File: src/hw/rtl/mpps_pkg.sv
// package for the multi-policy process scheduler: sizes, codes and types
// used by the PRNG unit and the scheduler core
package mpps_pkg;

  localparam int unsigned NumProcs   = 5;
  localparam int unsigned MaxTickets = 128;
  localparam int unsigned PidW       = $clog2(NumProcs);
  localparam int unsigned TixIdxW    = $clog2(MaxTickets);
  localparam int unsigned TixCntW    = $clog2(MaxTickets + 1);
  localparam int unsigned DataW      = 32;
  localparam int unsigned SeedW      = 31;

  localparam logic [SeedW-1:0] SeedReset = 31'd123456789;
  localparam logic [14:0]      PmMult    = 15'd16807;

  typedef enum logic [2:0] {
    OP_SCHED   = 3'd0,
    OP_EXIT    = 3'd1,
    OP_SETPRIO = 3'd2,
    OP_SETSHR  = 3'd3,
    OP_ADDTIX  = 3'd4,
    OP_DELTIX  = 3'd5
  } op_e;

  typedef enum logic [2:0] {
    POL_RR    = 3'd0,
    POL_LOWID = 3'd1,
    POL_PRIO  = 3'd2,
    POL_SHARE = 3'd3,
    POL_LOTT  = 3'd4
  } pol_e;

  typedef enum logic [1:0] {
    ST_EMPTY    = 2'd0,
    ST_RUNNABLE = 2'd1,
    ST_ZOMBIE   = 2'd2
  } pst_e;

  // request and status between the core and the modulo unit
  typedef struct packed {
    logic             start;
    logic [SeedW-1:0] seed;
    logic [TixCntW-1:0] total;
  } mod_req_t;

  typedef struct packed {
    logic               busy;
    logic               done;
    logic [SeedW-1:0]   seed;
    logic [TixIdxW-1:0] index;
  } mod_rsp_t;

  // initial ticket table: 5*p entries of pid p in pid order
  function automatic logic [PidW-1:0] init_ticket(input logic [TixIdxW-1:0] idx);
    int unsigned acc;
    logic [PidW-1:0] r;
    acc = 0;
    r = '0;
    for (int unsigned p = 1; p < NumProcs; p++) begin
      if (int'(idx) >= int'(acc) && int'(idx) < int'(acc + 5 * p)) r = PidW'(p);
      acc = acc + 5 * p;
    end
    return r;
  endfunction

  function automatic int unsigned init_total();
    int unsigned acc;
    acc = 0;
    for (int unsigned p = 1; p < NumProcs; p++) acc = acc + 5 * p;
    return (acc > MaxTickets) ? MaxTickets : acc;
  endfunction

endpackage

File: src/hw/rtl/mpps_ram.sv
// generic simple dual-port RAM (one write and one read port) with registered read
// no package dependency
module mpps_ram #(
  parameter int unsigned Width = 8,
  parameter int unsigned Depth = 16
) (
  input  logic                     clk_i,
  input  logic                     we_i,
  input  logic [$clog2(Depth)-1:0] waddr_i,
  input  logic [Width-1:0]         wdata_i,
  input  logic [$clog2(Depth)-1:0] raddr_i,
  output logic [Width-1:0]         rdata_o
);
  logic [Width-1:0] mem_q [Depth];

  always_ff @(posedge clk_i) begin
    if (we_i) mem_q[waddr_i] <= wdata_i;
    rdata_o <= mem_q[raddr_i];
  end
endmodule

File: src/hw/rtl/mpps_lottery.sv
// lottery draw unit: park-miller seed step then seed mod ticket count
// one bit per cycle restoring reduction; uses mpps_pkg
module mpps_lottery (
  input  logic              clk_i,
  input  logic              rst_ni,
  input  mpps_pkg::mod_req_t req_i,
  output mpps_pkg::mod_rsp_t rsp_o
);
  typedef enum logic [3:0] {
    L_IDLE = 4'b0001,
    L_MUL  = 4'b0010,
    L_RED  = 4'b0100,
    L_MOD  = 4'b1000
  } lst_e;

  lst_e state_q, state_d;
  logic [45:0] prod_q, prod_d;
  logic [mpps_pkg::SeedW-1:0] seed_q, seed_d;
  logic [mpps_pkg::TixCntW-1:0] tot_q, tot_d;
  logic [mpps_pkg::SeedW:0] rem_q, rem_d;
  logic [4:0] cnt_q, cnt_d;
  logic [mpps_pkg::SeedW:0] fold;
  logic [mpps_pkg::SeedW:0] shl;
  logic done;

  // 2^31 = 1 mod (2^31-1): fold high into low
  always_comb begin
    fold = {1'b0, prod_q[30:0]} + {1'b0, 16'd0, prod_q[45:31]};
  end

  assign shl = {rem_q[mpps_pkg::SeedW-1:0], seed_q[cnt_q]};

  always_comb begin
    state_d = state_q;
    prod_d  = prod_q;
    seed_d  = seed_q;
    tot_d   = tot_q;
    rem_d   = rem_q;
    cnt_d   = cnt_q;
    done    = 1'b0;
    unique case (state_q)
      L_IDLE: begin
        if (req_i.start) begin
          prod_d  = 46'(req_i.seed) * 46'(mpps_pkg::PmMult);
          tot_d   = req_i.total;
          state_d = L_MUL;
        end
      end
      L_MUL: state_d = L_RED;
      L_RED: begin
        // fold result < 2^31+2^15: one subtract gives the residue
        if (fold >= {1'b0, 31'h7fffffff}) seed_d = 31'(fold - {1'b0, 31'h7fffffff});
        else seed_d = fold[mpps_pkg::SeedW-1:0];
        rem_d   = '0;
        cnt_d   = 5'(mpps_pkg::SeedW - 1);
        state_d = L_MOD;
      end
      L_MOD: begin
        if (shl >= 32'(tot_q)) rem_d = shl - 32'(tot_q);
        else rem_d = shl;
        if (cnt_q == '0) state_d = L_IDLE;
        cnt_d = cnt_q - 5'd1;
        done  = (cnt_q == '0);
      end
      default: state_d = L_IDLE;
    endcase
  end

  always_ff @(posedge clk_i or negedge rst_ni) begin
    if (!rst_ni) begin
      state_q <= L_IDLE;
      seed_q  <= mpps_pkg::SeedReset;
    end else begin
      state_q <= state_d;
      seed_q  <= seed_d;
    end
  end

  always_ff @(posedge clk_i) begin
    prod_q <= prod_d;
    tot_q  <= tot_d;
    rem_q  <= rem_d;
    cnt_q  <= cnt_d;
  end

  assign rsp_o.done  = done;
  assign rsp_o.busy  = (state_q != L_IDLE);
  assign rsp_o.seed  = seed_q;
  // final remainder is the combinational value of the last step
  assign rsp_o.index = (shl >= 32'(tot_q)) ? mpps_pkg::TixIdxW'(shl - 32'(tot_q))
                                           : mpps_pkg::TixIdxW'(shl);
endmodule

File: src/hw/rtl/multi_policy_process_scheduler_core.sv
// top level of the multi-policy process scheduler
// uses mpps_pkg, mpps_ram and mpps_lottery
//
// Each event is handled by a sequencer from the input transfer until the
// result is offered: priority, share, add-ticket and unused-code events go
// straight to the result, round robin and lowest pid scan the process slots
// once, priority rotate first finds the least runnable priority over all
// slots and then scans, proportional share scans the slots at most twice, a
// lottery draw runs the seed multiply, a fold and a 31-step bit-serial modulo
// and then reads the drawn ticket RAM entry, and a ticket delete searches the
// ticket RAM down from the top entry and then shifts the later entries down.
// After reset the ticket RAM is filled with its initial contents, during
// which no event is accepted; policy writes are taken at any time.
module multi_policy_process_scheduler_core (
  input  logic        clk_i,
  input  logic        rst_ni,
  input  logic        cfg_we_i,
  input  logic [2:0]  cfg_wdata_i,
  input  logic        in_valid_i,
  output logic        in_ready_o,
  input  logic [2:0]  opcode_i,
  input  logic [31:0] value_i,
  output logic        out_valid_o,
  input  logic        out_ready_i,
  output logic [2:0]  run_pid_o,
  output logic        stalled_o
);
  localparam int unsigned PW = mpps_pkg::PidW;
  localparam int unsigned IW = mpps_pkg::TixIdxW;
  localparam int unsigned CW = mpps_pkg::TixCntW;

  typedef enum logic [10:0] {
    S_FILL  = 11'b00000000001,
    S_IDLE  = 11'b00000000010,
    S_MIN   = 11'b00000000100,
    S_SCAN  = 11'b00000001000,
    S_LOTW  = 11'b00000010000,
    S_LOTR  = 11'b00000100000,
    S_DSRCH = 11'b00001000000,
    S_DCHK  = 11'b00010000000,
    S_SHRD  = 11'b00100000000,
    S_SHWR  = 11'b01000000000,
    S_OUT   = 11'b10000000000
  } st_e;

  st_e state_q, state_d;

  logic [2:0]  policy_q;
  logic [1:0]  status_q [mpps_pkg::NumProcs];
  logic [31:0] prio_q   [mpps_pkg::NumProcs];
  logic [31:0] share_q  [mpps_pkg::NumProcs];
  logic [31:0] runc_q   [mpps_pkg::NumProcs];
  logic [PW-1:0] cur_q, cur_d;
  logic [CW-1:0] total_q, total_d;
  logic [31:0] val_q;
  logic [PW-1:0] ptr_q, ptr_d;
  logic [4:0]  step_q, step_d;
  logic [31:0] least_q, least_d;
  logic [IW:0] idx_q, idx_d;
  logic        stall_q, stall_d;

  // process table write port (one slot per cycle)
  logic          pw_stat, pw_prio, pw_shr, pw_run;
  logic [PW-1:0] pw_idx;
  logic [1:0]    pw_sval;
  logic [31:0]   pw_dval, pw_rval;

  // ticket RAM
  logic          t_we;
  logic [IW-1:0] t_waddr, t_raddr;
  logic [PW-1:0] t_wdata, t_rdata;

  mpps_pkg::mod_req_t lreq;
  mpps_pkg::mod_rsp_t lrsp;

  mpps_ram #(.Width(PW), .Depth(mpps_pkg::MaxTickets)) u_tix (
    .clk_i, .we_i(t_we), .waddr_i(t_waddr), .wdata_i(t_wdata),
    .raddr_i(t_raddr), .rdata_o(t_rdata)
  );

  mpps_lottery u_lot (.clk_i, .rst_ni, .req_i(lreq), .rsp_o(lrsp));

  logic          accept;
  logic          runnable;
  logic [PW-1:0] nxt;
  assign accept   = in_valid_i && in_ready_o;
  assign runnable = (status_q[ptr_q] == mpps_pkg::ST_RUNNABLE);
  assign nxt      = (ptr_q == PW'(mpps_pkg::NumProcs - 1)) ? '0 : ptr_q + PW'(1);

  always_comb begin
    state_d = state_q;
    cur_d = cur_q; total_d = total_q; ptr_d = ptr_q; step_d = step_q;
    least_d = least_q; idx_d = idx_q; stall_d = stall_q;
    pw_stat = 1'b0; pw_prio = 1'b0; pw_shr = 1'b0; pw_run = 1'b0;
    pw_idx = cur_q; pw_sval = mpps_pkg::ST_ZOMBIE; pw_dval = val_q; pw_rval = val_q;
    t_we = 1'b0; t_waddr = idx_q[IW-1:0]; t_wdata = '0; t_raddr = idx_q[IW-1:0];
    lreq.start = 1'b0; lreq.seed = lrsp.seed; lreq.total = total_q;
    unique case (state_q)
      S_FILL: begin
        t_we = 1'b1;
        t_wdata = mpps_pkg::init_ticket(idx_q[IW-1:0]);
        idx_d = idx_q + 1'b1;
        if (idx_q == (IW+1)'(mpps_pkg::MaxTickets - 1)) state_d = S_IDLE;
      end
      S_IDLE: begin
        if (accept) begin
          stall_d = 1'b0;
          state_d = S_OUT;
          unique case (opcode_i)
            mpps_pkg::OP_SETPRIO: begin
              pw_prio = 1'b1; pw_dval = value_i;
            end
            mpps_pkg::OP_SETSHR: begin
              pw_shr = 1'b1; pw_run = 1'b1; pw_dval = value_i; pw_rval = value_i;
            end
            mpps_pkg::OP_ADDTIX: begin
              if (total_q < CW'(mpps_pkg::MaxTickets) &&
                  value_i < 32'(mpps_pkg::NumProcs)) begin
                t_we = 1'b1; t_waddr = total_q[IW-1:0]; t_wdata = value_i[PW-1:0];
                total_d = total_q + 1'b1;
              end
            end
            mpps_pkg::OP_DELTIX: begin
              idx_d = (IW+1)'(total_q);
              state_d = S_DSRCH;
            end
            mpps_pkg::OP_SCHED, mpps_pkg::OP_EXIT: begin
              if (opcode_i == mpps_pkg::OP_EXIT) pw_stat = 1'b1;
              least_d = 32'hffffffff;
              step_d  = '0;
              unique case (policy_q)
                mpps_pkg::POL_RR: begin
                  ptr_d = (cur_q == PW'(mpps_pkg::NumProcs - 1)) ? '0 : cur_q + PW'(1);
                  state_d = S_SCAN;
                end
                mpps_pkg::POL_LOWID: begin ptr_d = '0; state_d = S_SCAN; end
                mpps_pkg::POL_PRIO:  begin ptr_d = '0; state_d = S_MIN; end
                mpps_pkg::POL_SHARE: begin ptr_d = cur_q; state_d = S_SCAN; end
                mpps_pkg::POL_LOTT: begin
                  if (total_q == '0) stall_d = 1'b1;
                  else begin lreq.start = 1'b1; state_d = S_LOTW; end
                end
                default: stall_d = 1'b1;
              endcase
            end
            default: stall_d = 1'b1;
          endcase
        end
      end
      S_MIN: begin
        // least priority among runnable slots
        if (runnable && prio_q[ptr_q] < least_q) least_d = prio_q[ptr_q];
        ptr_d  = nxt;
        step_d = step_q + 5'd1;
        if (step_q == 5'(mpps_pkg::NumProcs - 1)) begin
          ptr_d = (cur_q == PW'(mpps_pkg::NumProcs - 1)) ? '0 : cur_q + PW'(1);
          step_d = '0;
          state_d = S_SCAN;
        end
      end
      S_SCAN: begin
        ptr_d  = nxt;
        step_d = step_q + 5'd1;
        if (policy_q == mpps_pkg::POL_SHARE) begin
          if (runnable) begin
            pw_idx = ptr_q; pw_run = 1'b1;
            if (runc_q[ptr_q] == '0) pw_rval = share_q[ptr_q];
            else begin
              pw_rval = runc_q[ptr_q] - 32'd1;
              cur_d = ptr_q; state_d = S_OUT;
            end
          end
          if (state_d != S_OUT && step_q == 5'(2 * mpps_pkg::NumProcs - 1)) begin
            stall_d = 1'b1; state_d = S_OUT;
          end
        end else begin
          if (runnable && (policy_q != mpps_pkg::POL_PRIO || prio_q[ptr_q] <= least_q))
          begin
            cur_d = ptr_q; state_d = S_OUT;
          end else if (step_q == 5'(mpps_pkg::NumProcs - 1)) begin
            stall_d = 1'b1; state_d = S_OUT;
          end
        end
      end
      S_LOTW: begin
        if (lrsp.done) begin
          idx_d = {1'b0, lrsp.index};
          t_raddr = lrsp.index;
          state_d = S_LOTR;
        end
      end
      S_LOTR: begin
        // ram read of the drawn entry issued last cycle
        state_d = S_OUT;
        cur_d = t_rdata;
      end
      S_DSRCH: begin
        if (idx_q == '0) state_d = S_OUT;
        else begin
          idx_d = idx_q - 1'b1;
          t_raddr = IW'(idx_q - 1'b1);
          state_d = S_DCHK;
        end
      end
      S_DCHK: begin
        if (32'(t_rdata) == val_q) begin
          state_d = S_SHRD;
        end else state_d = S_DSRCH;
      end
      S_SHRD: begin
        // move entry idx+1 down to idx
        if ((idx_q + 1'b1) >= (IW+1)'(total_q)) begin
          total_d = total_q - 1'b1;
          state_d = S_OUT;
        end else begin
          t_raddr = IW'(idx_q + 1'b1);
          state_d = S_SHWR;
        end
      end
      S_SHWR: begin
        t_we = 1'b1; t_waddr = idx_q[IW-1:0]; t_wdata = t_rdata;
        idx_d = idx_q + 1'b1;
        state_d = S_SHRD;
      end
      S_OUT: begin
        if (out_ready_i) state_d = S_IDLE;
      end
      default: state_d = S_IDLE;
    endcase
  end

  always_ff @(posedge clk_i or negedge rst_ni) begin
    if (!rst_ni) begin
      state_q  <= S_FILL;
      policy_q <= mpps_pkg::POL_SHARE;
      cur_q    <= PW'(1);
      total_q  <= CW'(mpps_pkg::init_total());
      idx_q    <= '0;
      for (int i = 0; i < mpps_pkg::NumProcs; i++) begin
        status_q[i] <= (i == 0) ? mpps_pkg::ST_EMPTY : mpps_pkg::ST_RUNNABLE;
        prio_q[i]   <= 32'(i);
        share_q[i]  <= 32'(i);
        runc_q[i]   <= 32'(i);
      end
    end else begin
      state_q <= state_d;
      if (cfg_we_i) policy_q <= cfg_wdata_i;
      cur_q   <= cur_d;
      total_q <= total_d;
      idx_q   <= idx_d;
      if (pw_stat) status_q[pw_idx] <= pw_sval;
      if (pw_prio) prio_q[pw_idx]   <= pw_dval;
      if (pw_shr)  share_q[pw_idx]  <= pw_dval;
      if (pw_run)  runc_q[pw_idx]   <= pw_rval;
    end
  end

  always_ff @(posedge clk_i) begin
    ptr_q   <= ptr_d;
    step_q  <= step_d;
    least_q <= least_d;
    stall_q <= stall_d;
    if (accept) begin
      val_q <= value_i;
    end
  end

  assign in_ready_o  = (state_q == S_IDLE);
  assign out_valid_o = (state_q == S_OUT);
  assign run_pid_o   = 3'(cur_q);
  assign stalled_o   = stall_q;

  a_ready_out_excl: assert property (@(posedge clk_i) disable iff (!rst_ni)
    !(in_ready_o && out_valid_o)) else $error("ready while result pending");
  a_out_hold: assert property (@(posedge clk_i) disable iff (!rst_ni)
    out_valid_o && !out_ready_i |=> out_valid_o && $stable(run_pid_o))
    else $error("result changed while stalled");
  a_pid_range: assert property (@(posedge clk_i) disable iff (!rst_ni)
    cur_q < PW'(mpps_pkg::NumProcs)) else $error("pid out of range");
  a_total_range: assert property (@(posedge clk_i) disable iff (!rst_ni)
    total_q <= CW'(mpps_pkg::MaxTickets)) else $error("ticket count overflow");
  a_lot_busy: assert property (@(posedge clk_i) disable iff (!rst_ni)
    lrsp.busy |-> state_q == S_LOTW) else $error("draw running outside lottery wait");
endmodule
File: config.mk
export PLATFORM = sky130hd
export DESIGN_NAME = multi_policy_process_scheduler_core
export DESIGN_NICKNAME = d
export VERILOG_FILES = /design/src/hw/rtl/mpps_pkg.sv /design/src/hw/rtl/mpps_ram.sv /design/src/hw/rtl/mpps_lottery.sv /design/src/hw/rtl/multi_policy_process_scheduler_core.sv
export SDC_FILE = /design/constraint.sdc
export NUM_CORES = 2
export LEC_CHECK = 0
export BUFFER_PORTS_ARGS = -buffer_cell sky130_fd_sc_hd__buf_2
export CORE_ASPECT_RATIO = 1.1
export CORE_MARGIN = 2
export CORE_UTILIZATION = 45
export DETAILED_ROUTE_END_ITERATION = 7
export SYNTH_ARGS = -nofsm -noshare
export SYNTH_HDL_FRONTEND = slang
export SYNTH_SLANG_ARGS = --single-unit
File: constraint.sdc
create_clock -name clk_i -period 10.4 [get_ports clk_i]
set_clock_uncertainty 0.15 [all_clocks]
set_input_delay 2.08 -clock clk_i [delete_from_list [all_inputs] [get_ports clk_i]]
set_output_delay 2.08 -clock clk_i [all_outputs]
set_load 0.02 [all_outputs]
-- Word level (Yosys, flattened, before mapping)
Memory sizes are Yosys's and may differ from the RTL's. A register that Yosys moved wholly into a read port is not among the register bits.
Cells that the tools add are included.
- memories: 1
- memory bits (writable): 384
- input bits: 43
- logic and storage cells: 309
- output and inout port bits: 6
- flip-flop bits (word level): 721
- add/sub/neg operators: 12
- multiplexer cells: 141
- $mul: 1
- $lt $le $gt $ge: 18
- bitwise operators: 5
- reductions and logical operators: 40
- equality and inequality tests: 55
- memories (memory ; depth ; bits a word ; read ports ; clocked after memory_dff ; wr ports ; RTL line ; text):
    u_tix.mem_q ; 128 ; 3 ; 1 ; 1 ; 1 ; mpps_ram.sv:14 ; logic [Width-1:0] mem_q [Depth];
- operators by type and width (operator ; number):
    $mux 32 ; 18
    $bwmux 160 ; 3
    $bmux 32 s3 ; 3
    $mux 11 ; 16
    $pmux 32 s2 ; 2
    $pmux 11 s11 ; 1
    $demux 32 s3 ; 1
    $mux 8 ; 8
    $mux 31 ; 2
    $pmux 31 s2 ; 1
    $mux 7 ; 8
    $mux 3 ; 18
    $mul 31x15->46 const B ; 1
    $pmux 11 s3 ; 1
    $add 31x15->32 ; 1
    $eq 3x32->1 ; 1
    $ge 32x31->1 const B ; 1
    $ge 32x8->1 ; 1
    $le 32x32->1 ; 1
    $logic_not 32->1 ; 1
    $lt 32x3->1 const B ; 1
    $lt 32x32->1 ; 1
    $pmux 8 s4 ; 1
    $sub 32x1->32 const B ; 1
    85 further kinds ; 179

-- Longest topological paths before layout
- depth in word-level cells: 15
- mapped depth: 26

-- Cells and area by module
A second synthesis with hierarchy kept.
- cell total of the unflattened synthesis: 5453
- area, all modules: 60461.7 sq um
- modules (own cells, without submodules) (module ; cells an instance ; instances ; sequential area each (sq um) ; area an instance (sq um)):
    multi_policy_process_scheduler_core ; 3216 ; 1 ; 15312.2 ; 30421.7
    mpps_ram ; 728 ; 1 ; 11591.1 ; 15353.5
    mpps_lottery ; 1509 ; 1 ; 3599.7 ; 14686.6

-- Worst setup path before layout
No wires, ideal clock.
- kind: input-to-reg
- start: in opcode_i[2]
- end: reg u_lot.prod_q[0], enable pin
- data required time: 9647 ps
- setup slack: 1608 ps
- data arrival time: 8039 ps
- setup time: 603 ps
- cell stages on the path: 4
- buffers on the path: 1
- cells stage by stage: clkbuf_1 -> nor3_1 -> nand3_1 -> nor4_1
- word-level cells in the longest chain between the ends: 6
- elaborated cells on any way between the ends: 7
- classes of those cells: eq/ne: 1; mux: 3; reduce/logical: 3
- ends and longest elaborated chain (item ; RTL line ; text):
    from (decl) ; multi_policy_process_scheduler_core.sv:21 ; input logic [2:0] opcode_i,
    $eq 3x1->1 / $logic_not 3->1 (equally long branches) ; multi_policy_process_scheduler_core.sv:109 ; unique case (opcode_i)
    $reduce_or 2->1 * ; multi_policy_process_scheduler_core.sv:109 ;
    $mux 1 * ; multi_policy_process_scheduler_core.sv:109 ;
    $mux 1 * ; multi_policy_process_scheduler_core.sv:106 ; if (accept) begin
    $mux 1 * ; multi_policy_process_scheduler_core.sv:98 ; unique case (state_q)
    $reduce_and 2->1 (no source line) * ; n/a ;
    to (signal assigned) ; mpps_lottery.sv:80 ; prod_q <= prod_d;
    to (decl) ; mpps_lottery.sv:17 ; logic [45:0] prod_q, prod_d;
Mark *: on every way between the ends. The rest lies on a longest branch, timed or not.
A chain may end at the register's enable or synchronous reset.

-- Worst setup path after layout
- start: reg u_lot.seed_q[8] (netlist name)
- end: reg u_lot.prod_q[42], data pin
- word-level cells in the longest chain between the ends: 1
- ends and longest elaborated chain (item ; RTL line ; text):
    from (decl) ; mpps_lottery.sv:18 ; logic [mpps_pkg::SeedW-1:0] seed_q, seed_d;
    from (signal assigned) ; mpps_lottery.sv:72 ; seed_q <= mpps_pkg::SeedReset;
    $mul 31x15->46 ; mpps_lottery.sv:44 ; prod_d = 46'(req_i.seed) * 46'(mpps_pkg::PmMult);
Every way passes these cells.

==> run_results.csv <==
group,metric,value,unit
status,run_status,"complete, no violations",
timing,setup_violations,0,
cts,numClockSinks,1108,
run,drv.max_cap_violation_count,0,
synth,ys_seq_elements,1108,
detailed_routing,dr_wl_met3,9.81,mm
floorplanning,floorplan.die_area,0.136,sq mm
setup_path,critical_path_class,"reg2reg",
floorplanning,die_height,387,um
grt,grt_antenna_before_repair,10,
placement,gp_routability_congestion,0.917,
setup_path,arrival_time_reported_for_the_critical_path_endpoint,7.69,ns
hold_path,hp-start,"status_q[4]",
setup_path,crit_required,10.71,ns
timing,worst_slew_margin_rel,16.1,%
timing,timing_max_transition_violations_final,0,
cts,cts_made_buffers,116,
cts,ctsHtreeMaxLevel,3,
setup_path,critical-path-top-delay-family,"adder cells",
setup_path,timing.reg2reg.worst_path_depth,25,
synth,mappedNetlistNets,6117,
floorplanning,dieWidth,352,um
cells_and_area,final_cells,7509,
setup_path,critical-path-top-cell-by-count,"inv_1",
placement,quantity_of_i_o_buffers_inserted_on_ports,48,
synth,synth.yosys.seq_area_share,50.8,%
synth,synthArstFlopShare,50.4,%
cts,post_cts.resized_instances,0,
cts,tritoncts_clock_tree,"yes",
grt,grt_first_pass_wirelength,258,mm
floorplanning,floorplan.io_pins,49,
setup_path,worst-r2r-setup-slack,3.02,ns
timing,worst_pin_slew,1.26,ns
setup_path,crit_path_depth,25,
setup_path,kind_of_end_point_of_the_critical_path,"flip-flop",
cts,cts-hold-fix-buffers,0,
timing,time_the_final_worst_path_needs_with_i_o_delays_and_setup,7.38,ns
cells_and_area,fraction_of_layout_instances_using_a_drive_strength_above_1,9.13,%
detailed_routing,routed_wirelength,166,mm
detailed_routing,route.antenna.remaining_nets,0,
cells_and_area,area_growth_syn_to_layout,9.86,%
synth,synth_top_area_share,27.3,%
floorplanning,num_rows,140,
timing,max_freq,135,MHz
detailed_routing,met1_length,71.4,mm
detailed_routing,drt-wirelength-per-cell,22.1,um
floorplanning,core_area,0.132,sq mm
power,power_per_cell_area,178,mW/mm^2
setup_path,r2r_start,"u_lot.seed_q[8]",
synth,synth.yosys.warnings,0,
grt,first_global_vias,42700,
timing,layout_worst_path_cycle_share,71.0,%
placement,dp_hpwl,111,mm
setup_path,setup.worst_path.end,"u_lot.prod_q[42]",
cts,clock_tree.buffer_depth,3,
setup_path,worstPathBufferInverterCount,6,
detailed_routing,vias_per_cell,5.74,
timing,holdWs,0.307,ns
setup_path,critical_path_fanout_max,7,
setup_path,setup.worst_path.start,"u_lot.seed_q[8]",
timing,hold_viol,0,
cts,clock_tree.root_cell,"clkbuf_16",
synth,synth-main-ff-cell,"edfxtp_1",
grt,overflow,0,
setup_path,rr_endpoint,"u_lot.prod_q[42]",
setup_path,critical_path.startpoint_type,"flip-flop",
cts,insertion_delay,0.78,ns
detailed_routing,first_pass_iters,6,
timing,totalNegativeSetupSlack,0,ns
hold_path,timing.hold.worst.class,"reg2reg",
cells_and_area,fillerInstances,12200,
floorplanning,start_util,45.4,%
power,ir_drop,0.169,mV
detailed_routing,drt_iter0_drc,3918,
detailed_routing,routed-via-count,43100,
synth,post_synth.cell_area_avg,10.6,sq um
grt,grtUsageTotal,24.2,%
setup_path,critical-path-max-stage-delay,0.63,ns
synth,synth_edf_count,547,
cells_and_area,layout.cells.most_common_list,"nand2_1 (840), edfxtp_1 (547), dfrtp_1 (515)",
timing,rsz0062_at_grt,"no",
placement,placed_cells_incl_taps,7282,
synth,syn-cell-area,0.0601,sq mm
grt,grt_max_degree,167,
cells_and_area,final_common_cell,"nand2_1",
power,total_leakage_power,28.4,nW
detailed_routing,top_routing_layer_in_use,"met5",
synth,netlist-cell-type-count,108,
detailed_routing,route.met2.wl,79.0,mm
setup_path,timing.critical_path.slowest_stage_cell,"dfstp_2",
cts,postCtsSetupRepairBufs,0,
synth,netlist_top_cells_area,"edfxtp_1 (27%), dfrtp_1 (21%), ha_1 (5.6%)",
detailed_routing,detailed_route_drc_error_count,0,
synth,synthesis.instances,5668,
cells_and_area,design.final.nets,6074,
cts,cts.reportedPaths.clkPinSlew,0.07,ns
synth,yosys.area.top_type,"edfxtp_1",
worst min-delay path by stage:
stage / to / slack, ns / cells after the start
after floorplan: status_q[1] / 0.29 / 1
after global placement: status_q[4] / 0.30 / 1
after detailed placement: status_q[4] / 0.30 / 1
after CTS: status_q[4] / 0.31 / 1
after global routing: status_q[2] / 0.32 / 1
final: status_q[4] / 0.31 / 1
power breakdown:
part	internal, mW	total, mW	switching, mW
sequential	4.94	5.19	0.250
clock	2.37	4.23	1.86
combinational	0.760	2.33	1.57
routing by layer:
layer,track usage [%],up-vias
met5,0,-
li1,-,20200
met3,3.06,255
met2,39.6,1336
met4,8.83,2
met1,33.0,21400
state kept, by name, summed over array words and instances (netlist names), 4 cells and up:
name           flops
u_tix.mem_q      384
least_q           32
u_lot.state_q      4
share_q          160
idx_q              8
u_lot.prod_q      46
state_q           11
total_q            8
u_lot.rem_q       31
runc_q           160
u_lot.seed_q      31
prio_q           160
step_q             5
u_lot.cnt_q        5
val_q             32
status_q          10
u_lot.tot_q        8
cell families (layout without fill, tap and decap cells):
| logic type | Yosys count | count (layout) | share of synthesized area (%) |
|---|---|---|---|
| simple gates | 1666 | 1666 | 12.4 |
| flops | 1108 | 1108 | 50.8 |
| other cells | 0 | 8 | 0 |
| xor+xnor | 151 | 151 | 2.20 |
| fa+ha+maj | 406 | 406 | 10.2 |
| buf+inv | 649 | 707 | 4.40 |
| compound gates | 1427 | 1427 | 14.9 |
| mux | 261 | 261 | 5.18 |
metrics by stage:
stage	util, %	setup WS, ns	power (mW)	cell area, sq um
detailed placement	46.9	3.04	7.59	62100
global route	49.8	2.52	12.3	66000
finish	49.9	3.02	11.7	66000
floorplan	-	1.61	6.81	60100
CTS	49.8	3.05	11.8	66000
global placement	46.9	3.11	7.55	62100
final cells by class:
cell class / count / area [sq um] / share of cell area (%)
flip-flops and latches: 1108 / 30500 / 46.2
repair buffers: 127 / 893 / 1.35
inverters: 361 / 1360 / 2.05
multi-input cells: 3911 / 27100 / 41.1
diodes: 8 / 20.0 / 0.0303
well taps: 1775 / 2220 / 3.36
clock inverters: 72 / 737 / 1.12
clock buffers: 147 / 3160 / 4.79
synthesized netlist by cell type, drive strengths merged, types with 25 or more instances:
library cell	n
o21ai	572
fa	136
a22o	35
xor2	49
mux4	37
nand3	91
a211oi	27
clkbuf	180
ha	270
nor2	341
nand2	852
a21oi	307
a22oi	75
a221oi	29
edfxtp	547
dfrtp	515
o21a	30
buf	108
nand4	34
nand2b	70
and3	25
nor3	68
mux2	32
a21o	45
inv	361
dfstp	43
o22ai	71
nor4	50
xnor2	102
a31oi	41
mux2i	192
(Power assumes the default switching activity.)
